[src/rtl/core/dipolar_pair_sum_defines.svh]
// Assertion macros for the dipolar pair sum block.
// Used by the top level only; relies on signals clk and rst in scope.
`ifndef DIPOLAR_PAIR_SUM_DEFINES_SVH
`define DIPOLAR_PAIR_SUM_DEFINES_SVH

// check a condition at every clock edge outside reset
`define DPS_ASSERT(label, cond, msg) \
  label: assert property (@(posedge clk) disable iff (rst) (cond)) else $error(msg);

// check an implication at every clock edge outside reset
`define DPS_IMPLIES(label, ante, cons, msg) \
  label: assert property (@(posedge clk) disable iff (rst) (ante) |-> (cons)) else $error(msg);

// check an implication at every clock edge, reset included
`define DPS_ALWAYS(label, ante, cons, msg) \
  label: assert property (@(posedge clk) (ante) |-> (cons)) else $error(msg);

`endif

[src/rtl/core/dipsum_pkg.sv]
// Shared widths, queue entry type, back-end state type and fixed point helpers
// for the dipolar pair sum block. No dependencies.
package dipsum_pkg;

  localparam int FRAC_BITS = 24;
  localparam int SPIN_W    = 16;
  localparam int DIST_W    = 24;
  localparam int OUT_W     = 48;
  localparam int SUM_W     = 64;
  localparam int PREF_W    = 32;
  localparam int PREF_FRAC = 24;
  localparam int DOT_W     = 33;
  localparam int RDOT_W    = 18;
  localparam int PP_W      = 36;
  localparam int QE_W      = 34;
  localparam int BR_W      = 39;
  localparam int FB_W      = 37;
  localparam int PROD_W    = 64;
  localparam int SHIFT     = 50 - FRAC_BITS;
  localparam int TERM_W    = PROD_W - SHIFT;
  localparam int MAG_HALF  = 32;
  localparam int R_W       = OUT_W + 1;
  localparam int HI_LIM_B  = OUT_W - 1 - (MAG_HALF - PREF_FRAC);
  localparam int QDEPTH    = 4;
  localparam int QPTR_W    = 2;
  localparam int QCNT_W    = 3;
  localparam int NCH       = 4;
  localparam int CH_W      = 2;

  typedef struct packed {
    logic signed [TERM_W-1:0] energy;
    logic signed [TERM_W-1:0] fx;
    logic signed [TERM_W-1:0] fy;
    logic signed [TERM_W-1:0] fz;
    logic                     last;
  } term_t;

  typedef enum logic [2:0] {
    ST_ACC   = 3'b001,
    ST_SCALE = 3'b010,
    ST_HOLD  = 3'b100
  } back_state_t;

  typedef enum logic [1:0] {
    STEP_HI  = 2'd0,
    STEP_LO  = 2'd1,
    STEP_SAT = 2'd2
  } scale_step_t;

  function automatic logic signed [RDOT_W-1:0] round_dot(input logic signed [DOT_W-1:0] v);
    logic signed [DOT_W:0] t;
    logic signed [DOT_W:0] s;
    t = (DOT_W+1)'(v) + (DOT_W+1)'(1 << 14);
    s = t >>> 15;
    return s[RDOT_W-1:0];
  endfunction

  function automatic logic signed [TERM_W-1:0] round_prod(input logic signed [PROD_W-1:0] v);
    logic signed [PROD_W-1:0] t;
    logic signed [PROD_W-1:0] s;
    t = v + (PROD_W'(1) <<< (SHIFT - 1));
    s = t >>> SHIFT;
    return s[TERM_W-1:0];
  endfunction

  function automatic logic signed [SUM_W-1:0] sat_add(input logic signed [SUM_W-1:0] a,
                                                      input logic signed [TERM_W-1:0] t);
    logic signed [SUM_W:0] s;
    s = {a[SUM_W-1], a} + {{(SUM_W+1-TERM_W){t[TERM_W-1]}}, t};
    if (s[SUM_W] != s[SUM_W-1]) begin
      return s[SUM_W] ? {1'b1, {(SUM_W-1){1'b0}}} : {1'b0, {(SUM_W-1){1'b1}}};
    end
    return s[SUM_W-1:0];
  endfunction

endpackage

[src/rtl/core/dipsum_queue.sv]
// Short term queue between front and back end of the dipolar pair sum block.
// Depends on dipsum_pkg.
module dipsum_queue (
  input  logic                            clk,
  input  logic                            rst,
  input  logic                            push,
  input  dipsum_pkg::term_t               wdata,
  input  logic                            pop,
  output dipsum_pkg::term_t               rdata,
  output logic [dipsum_pkg::QCNT_W-1:0]   count,
  output logic                            full,
  output logic                            empty
);

  dipsum_pkg::term_t mem [dipsum_pkg::QDEPTH];
  logic [dipsum_pkg::QPTR_W-1:0] head, tail;

  always_ff @(posedge clk) begin
    if (push) begin
      mem[tail] <= wdata;
    end
  end

  always_ff @(posedge clk) begin
    if (rst) begin
      head  <= '0;
      tail  <= '0;
      count <= '0;
    end else begin
      if (push) begin
        tail <= tail + 1'b1;
      end
      if (pop) begin
        head <= head + 1'b1;
      end
      count <= count + dipsum_pkg::QCNT_W'(push) - dipsum_pkg::QCNT_W'(pop);
    end
  end

  assign rdata = mem[head];
  assign full  = (count == dipsum_pkg::QCNT_W'(dipsum_pkg::QDEPTH));
  assign empty = (count == '0);

endmodule

[config.mk]
export PLATFORM = sky130hd
export DESIGN_NAME = dipsum_queue
export DESIGN_NICKNAME = d
export VERILOG_FILES = /design/src/rtl/core/dipolar_pair_sum_defines.svh /design/src/rtl/core/dipsum_pkg.sv /design/src/rtl/core/dipsum_queue.sv
export SDC_FILE = /design/constraint.sdc
export NUM_CORES = 1
export LEC_CHECK = 0
export BUFFER_PORTS_ARGS = -buffer_cell sky130_fd_sc_hd__buf_2
export CELL_PAD_IN_SITES_DETAIL_PLACEMENT = 0
export CELL_PAD_IN_SITES_GLOBAL_PLACEMENT = 1
export CORE_UTILIZATION = 35
export CTS_CLUSTER_DIAMETER = 120
export DETAILED_ROUTE_END_ITERATION = 8
export GPL_ROUTABILITY_DRIVEN = 0
export GPL_TIMING_DRIVEN = 0
export MAX_ROUTING_LAYER = met4
export PLACE_DENSITY = 0.71
export SKIP_LAST_GASP = 1
export SYNTH_ARGS = -nofsm -noshare
export SYNTH_HDL_FRONTEND = slang
export SYNTH_SLANG_ARGS = --single-unit
[constraint.sdc]
create_clock -name clk -period 7.1 [get_ports clk]
set_clock_uncertainty 0.05 [all_clocks]
set_input_delay 1.065 -clock clk [delete_from_list [all_inputs] [get_ports clk]]
set_output_delay 1.065 -clock clk [all_outputs]
set_load 0.02 [all_outputs]
==> results.md <==
* CTS clock-pin slew for the worst setup and hold paths at roughly 0.050 ns
* Die area at between 60000 and 70000 um^2
* RSZ-0062 raised after global routing: no
* Hold Startpoint: head[1]
* WP data required at roughly 6.0 ns
* Post-synthesis mux area share at around 15%
* Cell Pwr Density at 308 nW/um^2
* Status: complete, no violations
* Vias after detailed routing at between 10000 and 15000
* Worst setup margin at roughly 3.5 ns
* Syn nets at about 1000
* Period utilization at roughly half
* Comb pwr share at a little over a tenth
* Post-DP HPWL at 27.6 mm
* CTS H-Tree Depth at 3
* Xor/xnor share of the synthesized area at less than 1%
* RR Endpoint: mem[1][49]
* Syn avg cell area at around 27 um^2
* Area contributors post-synth: edfxtp_1, mux4_2, dfxtp_1, buf_6, buf_2
* Ports at between 300 and 400
* Highest clock rate at 277 MHz
* Nets at approximately 1400
* Drt drc at 0
* Netlist cell types at 21
* CP max FO at 10
* Pin count of the biggest net entering global routing at 55
* GRT Overall Usage at 14.0%
* CP endpoint kind: output pin
* Yosys warnings at 0
* R2r worst-path depth at 4
* Std-Cell Core Area at 63300 um^2
* Hold-fix buffers, CTS at 0
* CP startpoint kind: register
* Number of iterations in the first detailed-routing pass at 4
* Worst-Skew Late Latency at around 0.58 ns
* Post-Syn Area at ~22000 um^2
* FF-to-FF Start: tail[1]
* Post-synthesis adder-cell area fraction at less than 1%
* Clk buf depth at 3
* Worst-Margin Slew at roughly 0.86 ns
* Initial antenna violation count at 6
* Syn Inst Count at between 800 and 900
* # rows at 92
* Flops & latches, synth at ~620
* Worst min-delay path class: register to register
* Vias/cell at 4.80
* CP max-delay cell: buf_2
* Clock power share at between 30% and 40%
* Width of the die at 255 um
* Most frequent cells in the layout: edfxtp_1, buf_2, mux4_2
* Peak supply drop at approximately 0.00021 V
* Reg2Reg Setup Slack at 4.96 ns
* Post_cts resized at 0
* Most frequent CP cell: buf_2
* Grt total ovfl at 0
* Post-synthesis compound-gate area fraction at less than 1%
* Synth top area share at between 80 and 90%
* Share of cells above drive strength 1 at 46.5%
* Post-Route WL at 44.2 mm
* Antenna Nets Post-Route at 0
* Register area share after synthesis at 82.6%
* TritonCTS clock tree: done
* Slew headroom at 42.8%
* Post-layout power at 0.00846 W
* Setup violations, final at 0
* Vias in the first global route at 11200
* Starting Density at between 30% and 40%
* Area grow syn2layout at 22.2%
* Max Slew Vio Count at 0
* CTS Sinks at between 600 and 700
* Crit path time final at 3.61 ns
* Height of the die at ~260 um
* Largest stage delay, worst path at between 0.3 and 0.4 ns
* Fin. Hold Viols at 0
* Sw power at roughly 0.0019 W
* Sw frac at a little under a quarter
* Largest family of logic cells by synthesized area: multiplexers
* Pleak at between 9 and 10 nW
* Leading cell type in the layout, fill and taps excluded: edfxtp_1
* Worst-path cell chain: buf_2 > buf_2 > buf_2 > mux4_2 > buf_2
* Leading area contributor after synthesis: edfxtp_1
* Setup Fix Bufs, Post-CTS at 0
* DP Worst Slack at 3.99 ns
* CTS buffer count at 66
* Iteration-0 DRC Markers at about 580
* P_int at 0.00654 W
* IO buf count at about 310
* Clk root buf: clkbuf_16
* First-pass GRT wire length at ~67 mm
* Worst Path Arrival at between 2 and 3 ns
* Post-synthesis simple-gate area fraction at less than 1%
* Wire per inst at between 20 and 25 um
* TNS Setup at 0 ns
* Critical path type: register to output pin
* Max Cap Violations at 0
* Flop pwr share at 50.2%
* Hold path depth at 2
worst max-delay path: cells and delay by family (launching register included):
family | cells | cell delay [ns]
buffers and inverters | 4 | 1.25
flip-flops | 1 | 0.30
multiplexers | 1 | 0.36
registers in the layout, indices dropped and copies added, names as in the netlist, named ones only:
name,flops
count,3
head,2
tail,2
mem,612
stage by stage:
step                hold WS [ns]  util [%]  area (um^2)  std cells
floorplan                  0.442         -        22500        841
global placement           0.465      39.7        25100       2001
detailed placement         0.491      40.0        25300       2009
CTS                        0.500      43.4        27500       2127
global route               0.530      43.4        27500       2133
finish                     0.502      43.4        27500       2134
routing by layer:
metal,share of wire (%),up-vias,global-route usage [%]
met3,7.8,76,4.42
met2,49,312,22.2
met1,41,5383,17.1
li1,-,4463,-
met5,0,-,-
met4,2.0,0,4.62
layout make-up:
class                   instances  area [um^2]
inverters                       6         22.5
multi-input cells             180         3690
diodes                          7         17.5
repair buffers                322         1790
well taps                     846         1060
clock inverters                38          345
plain buffers                  34          216
fillers                      5465        35800
flip-flops and latches        621        18600
clock buffers                  80         1770
cells by family after synthesis:
logic type | Yosys count
fa+ha+maj | 7
flops | 621
xor+xnor | 3
mux | 154
buf+inv | 40
compound gates | 2
simple gates | 14
power groups by stage:
stage	logic, W	registers [W]	clock network (W)
5_1_grt	0.000960	0.00427	0.00355
3_5_place_dp	0.000915	0.00433	0
3_3_place_gp	0.000887	0.00437	0
2_1_floorplan	0.000554	0.00435	0
6_report	0.000896	0.00425	0.00332
4_1_cts	0.000919	0.00425	0.00343
synth_stat cells:
cell type	n
a21bo_2	1
a21oi_1	1
and2_1	4
and3_1	1
buf_1	2
buf_2	17
buf_6	9
clkbuf_1	6
dfxtp_1	9
edfxtp_1	612
fa_1	1
ha_1	6
inv_1	6
mux2i_1	1
mux4_2	153
nand3b_1	1
nor2_1	5
nor2b_1	2
nor3_1	1
xnor2_1	2
xor3_1	1
worst max path at each step:
stage / startpoint / end / slack (ns) / cells after the start
after detailed placement: register / rdata[126] / 3.99 / 5
after global placement: push / mem[0][85] / -1.35 / 2
final: register / rdata[121] / 3.49 / 5
after global routing: register / rdata[128] / 3.34 / 5
after CTS: register / rdata[128] / 3.35 / 5
after floorplan: push / mem[0][0] / 1.96 / 1
Note: power is estimated with default switching activity, not from simulation.
